--- src/sv/assert_macros.svh ---
// Assertion macros shared by the perspective warp RTL.
// No dependencies; defining NO_ASSERTIONS turns every macro into nothing.
`ifndef ASSERT_MACROS_SVH
`define ASSERT_MACROS_SVH
`ifndef NO_ASSERTIONS
// The property must hold at every clock edge outside reset.
`define PWB_ASSERT(lbl, clk, rst, prop) \
  lbl: assert property (@(posedge clk) disable iff (rst) prop) \
    else $error("property violated");
// The condition must never be seen at a clock edge outside reset.
`define PWB_NEVER(lbl, clk, rst, cond) \
  lbl: assert property (@(posedge clk) disable iff (rst) !(cond)) \
    else $error("forbidden condition seen");
`else
`define PWB_ASSERT(lbl, clk, rst, prop)
`define PWB_NEVER(lbl, clk, rst, cond)
`endif
`endif

--- src/sv/pwb_pkg.sv ---
// Shared types and constants of the perspective warp block.
// No dependencies.
package pwb_pkg;

  localparam int CoefW    = 32;
  localparam int PixW     = 32;
  localparam int ByteW    = 8;
  localparam int CoordW   = 8;
  localparam int FracW    = 8;
  localparam int MagW     = 20;
  localparam int SizeW    = 9;
  localparam int ChW      = 3;
  localparam int CfgDataW = 64;
  localparam int CfgIdxW  = 3;
  localparam int QueueDepth = 4;

  localparam logic [CfgDataW-1:0] CoefOne = 64'd1048576;

  typedef enum logic {
    OP_LOAD = 1'b0,
    OP_WARP = 1'b1
  } op_t;

  typedef enum logic [CfgIdxW-1:0] {
    REG_PAIR_A   = 3'd0,
    REG_PAIR_B   = 3'd1,
    REG_PAIR_C   = 3'd2,
    REG_PAIR_D   = 3'd3,
    REG_LAST     = 3'd4,
    REG_WIDTH    = 3'd5,
    REG_HEIGHT   = 3'd6,
    REG_CHANNELS = 3'd7
  } cfg_reg_t;

  // Current configuration as seen by the datapath.
  typedef struct packed {
    logic signed [CoefW-1:0] m00;
    logic signed [CoefW-1:0] m01;
    logic signed [CoefW-1:0] m02;
    logic signed [CoefW-1:0] m10;
    logic signed [CoefW-1:0] m11;
    logic signed [CoefW-1:0] m12;
    logic signed [CoefW-1:0] m20;
    logic signed [CoefW-1:0] m21;
    logic signed [CoefW-1:0] m22;
    logic [SizeW-1:0]        width;
    logic [SizeW-1:0]        height;
    logic [ChW-1:0]          channels;
  } cfg_t;

  // Classified request handed from the mapping front to the blending back.
  typedef struct packed {
    logic              is_load;
    logic [CoordW-1:0] row;
    logic [CoordW-1:0] col;
    logic [PixW-1:0]   data;
    logic              black;
    logic              neg_r;
    logic [MagW-1:0]   mag_r;
    logic              neg_c;
    logic [MagW-1:0]   mag_c;
  } fitem_t;

endpackage

--- src/sv/pwb_queue.sv ---
// Short queue that decouples the mapping front from the blending back.
// Depends on pwb_pkg and assert_macros.svh.
`include "assert_macros.svh"
module pwb_queue (
  input  logic            clk,
  input  logic            rst,
  input  logic            in_valid,
  output logic            in_ready,
  input  pwb_pkg::fitem_t in_item,
  output logic            out_valid,
  input  logic            out_ready,
  output pwb_pkg::fitem_t out_item
);

  localparam int Depth = pwb_pkg::QueueDepth;
  localparam int PtrW  = $clog2(Depth);
  localparam int CntW  = $clog2(Depth + 1);

  pwb_pkg::fitem_t mem [Depth];
  logic [PtrW-1:0] wr_ptr;
  logic [PtrW-1:0] rd_ptr;
  logic [CntW-1:0] count;
  logic            push;
  logic            pop;

  assign out_valid = (count != '0);
  assign in_ready  = (count != CntW'(Depth)) || out_ready;
  assign push      = in_valid && in_ready;
  assign pop       = out_valid && out_ready;
  assign out_item  = mem[rd_ptr];

  // Pointers and fill level.
  always_ff @(posedge clk) begin
    if (rst) begin
      wr_ptr <= '0;
      rd_ptr <= '0;
      count  <= '0;
    end else begin
      if (push) begin
        wr_ptr <= wr_ptr + PtrW'(1);
      end
      if (pop) begin
        rd_ptr <= rd_ptr + PtrW'(1);
      end
      unique case ({push, pop})
        2'b10:   count <= count + CntW'(1);
        2'b01:   count <= count - CntW'(1);
        default: count <= count;
      endcase
    end
  end

  // Storage.
  always_ff @(posedge clk) begin
    if (push) begin
      mem[wr_ptr] <= in_item;
    end
  end

  `PWB_NEVER(a_q_over, clk, rst, count > CntW'(Depth))
  `PWB_NEVER(a_q_push_full, clk, rst, push && (count == CntW'(Depth)) && !pop)

endmodule

--- config.mk ---
export PLATFORM = sky130hd
export DESIGN_NAME = pwb_queue
export DESIGN_NICKNAME = d
export VERILOG_FILES = /design/src/sv/pwb_pkg.sv /design/src/sv/pwb_queue.sv
export VERILOG_INCLUDE_DIRS = /design/src /design/src/sv
export SDC_FILE = /design/constraint.sdc
export NUM_CORES = 1
export LEC_CHECK = 0
export ABC_AREA = 0
export BUFFER_PORTS_ARGS = -buffer_cell sky130_fd_sc_hd__buf_4
export CAP_MARGIN = 20
export CORE_MARGIN = 2
export CORE_UTILIZATION = 50
export CTS_BUF_LIST = sky130_fd_sc_hd__clkbuf_16
export DETAILED_ROUTE_END_ITERATION = 8
export PLACE_DENSITY = 0.79
export SYNTH_ARGS = -nofsm -noshare
export SYNTH_HDL_FRONTEND = slang
export SYNTH_SLANG_ARGS = --single-unit
--- constraint.sdc ---
create_clock -name clk -period 5 [get_ports clk]
set_clock_uncertainty 0.2 [all_clocks]
set_input_delay 1 -clock clk [delete_from_list [all_inputs] [get_ports clk]]
set_output_delay 1 -clock clk [all_outputs]
set_load 0.005 [all_outputs]
Yosys cells after proc, flatten, opt, wreduce, memory -nomap -nowiden
Memories as Yosys holds them, arrays and structs flattened. A register that Yosys moved wholly into a read port is not among the register bits.
Index checks and enable logic that the tools add are counted.
{"block": "op_classes", "addsub": 4, "n_eq_ne": 3, "muxes": 5, "reduce_logical": 5}
{"operator": "$pmux 3 s2", "count": 1}
{"operator": "$add 2x1->2 const B", "count": 2}
{"operator": "$mux 2", "count": 2}
{"operator": "$add 3x1->3 const B", "count": 1}
{"operator": "$ne 3x3->1 const B", "count": 1}
{"operator": "$reduce_bool 3->1", "count": 1}
{"operator": "$sub 3x1->3 const B", "count": 1}
{"operator": "$eq 2x1->1 const B", "count": 1}
{"operator": "$eq 2x2->1 const B", "count": 1}
{"operator": "$logic_and 1x1->1", "count": 2}
{"operator": "$mux 1", "count": 2}
{"operator": "$reduce_bool 2->1", "count": 1}
{"operator": "$logic_or 1x1->1", "count": 1}
{"block": "word_totals", "reg_bits": 7, "ram_bits": 368, "input_bits": 96, "out_inout_bits": 94, "memories": 1}
{"memory": "mem", "words": 4, "width": 92, "read_ports": 1, "rd_ports_with_merged_regs": 1, "wr": 1, "line": "pwb_queue.sv:19", "text": "pwb_pkg::fitem_t mem [Depth];"}

Longest topological paths before layout
Gate-level depths: netlist (run 1).
{"block": "logic_depth", "depth_word": 5, "depth_mapped": 10, "mapped_depth_nobuf": 9}

Worst setup path after synthesis (run 1)
No wires, ideal clock.
{"block": "synth_timing", "path_type": "input to register", "start": "in out_ready", "end": "mem mem[0][0] (netlist name), enable pin", "arrival_ns": 3.433, "required_ns": 4.338, "setup_slack_ns": 0.905, "cell_stages": 3, "path_cell_list": "or4b_1 buf_2 and3_1"}
{"block": "synth_via", "elab_chain_len": 4}
{"item": "start, declared", "line": "pwb_queue.sv:11", "text": "input logic out_ready,"}
{"item": "$logic_or 1x1->1", "line": "pwb_queue.sv:27", "text": "assign in_ready = (count != CntW'(Depth)) || out_ready;"}
{"item": "named net in_ready", "line": "pwb_queue.sv:8", "text": "output logic in_ready,"}
{"item": "$logic_and 1x1->1", "line": "pwb_queue.sv:28", "text": "assign push = in_valid && in_ready;"}
{"item": "$mux 1", "line": "pwb_queue.sv:55", "text": "if (push) begin"}
{"item": "$mux 1 (not written as such)", "line": "pwb_queue.sv:56", "text": "mem[wr_ptr] <= in_item;"}
{"item": "end, declared", "line": "pwb_queue.sv:19"}
The timed path passes the listed nets, and every way through them passes these cells.

==> results of run 1 <==
==> state kept, by name (all words and copies together) (netlist names), named ones only <==
register,count
count,3
rd_ptr,2
wr_ptr,2
mem,368
==> critical path, stage by stage, from the launching register on <==
cell and delay [ns]:
dfxtp_4 0.73, buf_4 0.47, mux4_2 0.59, buf_4 0.16
==> layout by cell type (no fill, tap or decap), drive strengths merged, types with 3 or more instances in the layout <==
cell type    n
bufinv       3
clkbuf      41
inv         10
clkinv      18
ha           5
nor2         7
xor2         3
edfxtp     368
clkinvlp     3
and3         4
dfxtp        9
mux4        92
buf        200
==> cell families (layout without fill, tap and decap cells) <==
logic type                 Yosys count  count (layout)
buffers and inverters               28             275
adders and majority gates            6               6
and+or+nand+nor                     18              18
muxes                               92              92
other                                0               1
DFF                                377             377
xor gates and xnor gates             4               4
AOI/OAI and AO/OA                    7               7
==> metrics by stage <==
step                power, mW  setup WS, ns  area [um2]  std cells
global placement         5.36          1.52       15500       1049
CTS                      8.16          1.20       16800       1118
global route             8.37          1.14       16800       1120
detailed placement       5.41          1.43       15500       1049
floorplan                4.68         0.905       13700        532
finish                   8.05          1.31       16800       1121
==> cell type report <==
type	count	area (um2)
multi-input combinational	127	2360
inverter	6	22.5
clock buffer	41	1030
fill	1790	10100
clock inverter	28	216
antenna	1	2.50
tap	341	427
timing repair buffer	200	1550
sequential	377	11200
==> metal layers <==
metal  vias to the layer above  GRT usage  share of wire
li1                       2725          -              -
met1                      3256      0.224           0.40
met2                       189      0.296           0.51
met3                        38     0.0441          0.066
met5                         -          0              0
met4                         0     0.0472          0.019
==> power breakdown <==
| group | internal (mW) | total [mW] | switching, mW | leakage, nW |
|---|---|---|---|---|
| Clock | 1.64 | 2.74 | 1.10 | 0.631 |
| Combinational | 0.860 | 1.48 | 0.618 | 1.59 |
| Sequential | 3.71 | 3.83 | 0.124 | 3.45 |
| Total | 6.21 | 8.05 | 1.84 | 5.67 |
==> path summary, 6_finish.rpt <==
check                           startpoint           to  cells after the start
worst max-delay path             flip-flop  out_item[6]                      3
worst min-delay path             rd_ptr[1]    rd_ptr[1]                      2
worst max register to register    count[1]     count[2]                      9
worst min register to register   rd_ptr[1]    rd_ptr[1]                      2
==> out/metrics.yaml, run 1 <==
status: "finished, final reports clean"
overflow: 0
grt_max_degree: 73
leakagePower_nw: 5.67
core_area_um2: 27000
slew_viol_final: 0
final_hold_viol_count: 0
required_ns: 3.80
reg2reg_slack_ns: 2.11
nNetsFinal: 852
hold_ws_ns: 0.330
setup_violations: 0
synth-xor-area-share: 0.00256
cts_max_level: 2
yosysWarnings: 0
clkLatencyLatePin_ns: 0.51
cp-end-kind: "output port"
core.rowCount: 60
fp.dieArea_um2: 28700
place.gp.congestion: 0.737
dpl.hpwl_mm: 15.1
final_core_util: 0.625
yosys.cell_types.count: 25
die_x_um: 169
grt_pass1_wl_mm: 37.5
fp.dieH_um: 169
synth.area.mux_share: 0.151
antenna_found_initial: 1
initial_utilization: 0.508
cp_max_fo: 27
ir_drop_v: 0.000315
hold_buffers: 0
wire_per_inst_um: 22.0
cts_resized: 0
ys_async_sr_fraction: 0
clock_sinks: 377
drc_errors: 0
yosysSeqAreaShare: 0.820
ys_seq_elements: 377
synth_top_area_share: 0.807
drt_pass1_iterations: 4
fin_setup_tns_ns: 0
synth_top_area_cell: "edfxtp_1"
cts_tree: "built"
ys.flop_type: "edfxtp_1"
drt_wl_total_mm: 24.6
drtIter0Drc: 440
cp.arrival_ns: 2.49
rsz0062_at_grt: "false"
synth-simple-area-share: 0.00749
synth_fa_ha_area_frac: 0.00603
synth.area.top_cells: "edfxtp_1 (81%), mux4_2 (15%), dfxtp_1 (1.3%), ha_1 (0.46%), buf_2 (0.44%)"
groute.usage.overall: 0.173
post-cts-setup-buffers: 0
period_share: 0.738
path_clk_slew_ns: 0.06
num_vias: 6208
path_class: "reg -> out"
io-pin-count: 190
max_slew.worst_pin.slew_ns: 0.944
cap_viol_max_count: 0
synthCells: 532
syn_avg_cell_area_um2: 25.7
drtAntennaViolNets: 0
yosysMostFrequentCell: "edfxtp_1"
cts_made_buffers: 38
synth_top_family_by_area: "multiplexers"
synth_compound_area_frac: 0.00365
max-clock-path-buffers: 3
grt_pass1_vias: 6702
slew-limit-headroom: 0.370
via_per_inst: 5.54
syn_nets: 634
syn2layout_area_growth_pct: 23.0
synth-edff-count: 368
max_freq_mhz: 271
cts_root_buf: "clkbuf_16"
worstHoldPathType: "reg -> reg"
power_density_nw_per_um2: 478
syn-cell-area_um2: 13700
drive_gt1_frac: 0.463
numPortBuffers: 189
synthTopCellsByCount: "edfxtp_1 (368), mux4_2 (92), buf_2 (12)"
period_needed_ns: 3.69
cp-start-kind: "flip-flop"
(Power assumes the default switching activity.)
==> run 2, diff against run 1 <==
==> constraint.sdc (replaced) <==
create_clock -name clk -period 3.4 [get_ports clk]
set_clock_uncertainty 0.2 [all_clocks]
set_input_delay 0.68 -clock clk [delete_from_list [all_inputs] [get_ports clk]]
set_output_delay 0.68 -clock clk [all_outputs]
set_load 0.005 [all_outputs]
==> run 2 against run 1 <==
  * Worst setup slack worse by 1.0 ns
  * Sequential power is 47% higher
  * Critical path type unchanged
  * Largest cell class unchanged
  * Cell count stayed put
  * Clock power is 35% higher
  * Utilization is 0.41 points lower
  * Via count is 0.58% higher
  * Highest routed layer unchanged
  * Register-to-register slack worse by 1.3 ns
  * Largest power group unchanged
==> out/metrics.yaml, run 2 (synthesis results as in run 1) <==
status: "finished, final reports clean"
numPortBuffers: 189  # unchanged
fin_setup_tns_ns: 0  # unchanged
max_freq_mhz: 321
cp-end-kind: "output port"
cts_tree: "built"
drtAntennaViolNets: 0  # unchanged
path_clk_slew_ns: 0.05  # about the same
cts_made_buffers: 39  # +2.6%
reg.largest.list: "mem (368), count (3)"
fillCellCount: 1807  # +0.95%
grt_pass1_wl_mm: 38.2  # +1.7%
die_x_um: 169  # unchanged
drt_wl_total_mm: 25.2  # +2.5%
clkLatencyLatePin_ns: 0.50  # about the same
antenna_cells: 0  # -1
fp.dieArea_um2: 28700  # unchanged
drt_pass1_iterations: 4  # unchanged
groute.usage.overall: 0.176  # +0.00282
place.gp.congestion: 0.762  # +3.3%
syn2layout_area_growth_pct: 22.2
slew_viol_final: 0  # unchanged
worstHoldPathType: "in -> reg"
drc_errors: 0  # unchanged
grt_pass1_vias: 6801  # +1.5%
cts_resized: 0  # unchanged
drive_gt1_frac: 0.451  # -0.0121
leakagePower_nw: 5.65  # -0.34%
slew-limit-headroom: 0.356  # -0.0143
dpl.hpwl_mm: 15.6  # +3.1%
core_area_um2: 27000  # unchanged
period_share: 0.915
cp-start-kind: "flip-flop"
cp.arrival_ns: 2.23  # -0.26 ns
hold_buffers: 0  # unchanged
initial_utilization: 0.508  # unchanged
overflow: 0  # unchanged
fp.dieH_um: 169  # unchanged
cp_max_fo: 20  # -26%
layout_common_cells: "edfxtp_1 (368), buf_4 (202), mux4_2 (92), clkbuf_16 (39), inv_1 (17)"
regMostFlops: "mem"
via_per_inst: 5.57  # +0.58%
cts_max_level: 2  # unchanged
setup_violations: 0  # unchanged
antenna_found_initial: 0  # -1
hold_ws_ns: 0.176  # -0.154 ns
num_vias: 6244  # +0.58%
core.rowCount: 60  # unchanged
path_class: "reg -> out"
final_hold_viol_count: 0  # unchanged
cts_root_buf: "clkbuf_16"
post-cts-setup-buffers: 0  # unchanged
max_slew.worst_pin.slew_ns: 0.966  # +0.0215 ns
largest_reg_flops: 368  # unchanged
required_ns: 2.52  # -1.28 ns
wire_per_inst_um: 22.5  # +2.5%
nNetsFinal: 858  # +0.70%
period_needed_ns: 3.11
max-clock-path-buffers: 3  # unchanged
power_density_nw_per_um2: 689  # +44%
ir_drop_v: 0.000501  # +59%
rsz0062_at_grt: "false"
grt_max_degree: 62  # -15%
clock_sinks: 377  # unchanged
final_common_cell: "edfxtp_1"
io-pin-count: 190  # unchanged
cap_viol_max_count: 0  # unchanged
drtIter0Drc: 437  # -0.68%
run 2: cell types whose count changed in the layout (fill, tap and decap cells not counted), sizes merged, moves of 2 or more:
cell	before	now
clkinv	18	13
bufinv	3	1
inv	10	18
clkbuf	41	39
clkinvlp	3	0
buf	200	205
run 2: metrics by stage:
step | power (mW) | util | std cells | instance area, um2 | setup WS [ns]
after global placement | 7.92 | 0.580 | 1056 | 15600 | 0.395
after detailed placement | 7.99 | 0.580 | 1056 | 15600 | 0.379
after CTS | 11.7 | 0.621 | 1121 | 16700 | 0.195
after global routing | 12.0 | 0.621 | 1121 | 16700 | 0.149
final | 11.5 | 0.621 | 1121 | 16700 | 0.290
after floorplan | 6.87 | - | 532 | 13700 | 0.489
run 2: report_power, final:
part	internal (mW)	switching (mW)
Combinational	1.29	0.939
Clock	2.14	1.55
Sequential	5.46	0.164
run 2: critical path: stages, from the launching register on:
cell,delay (ns)
dfxtp_4,0.63
buf_4,0.35
mux4_2,0.58
buf_4,0.16
run 2: cell type report:
class	instances	area [um2]	share of cell area
sequential	377	11200	0.671
multi-input combinational	127	2360	0.141
timing repair buffer	205	1580	0.0942
clock buffer	39	976	0.0583
tap	341	427	0.0255
clock inverter	26	136	0.00815
inverter	6	22.5	0.00135
run 2: path summary, 6_finish.rpt:
path	from	end	slack, ns	cells past startpoint
setup / recovery	flip-flop	out_item[0]	0.29	3
hold / removal	in_item[91]	mem[3][91]	0.18	1
setup reg to reg	count[0]	count[2]	0.76	9
hold reg to reg	wr_ptr[0]	wr_ptr[0]	0.33	2
run 2: layer usage:
metal  GRT usage  vias to the layer above  part of all wire
met1       0.223                     3240              0.39
met4      0.0520                        0             0.024
met3      0.0541                       49             0.080
li1            -                     2728                 -
met5           0                        -                 0
met2       0.297                      227              0.51
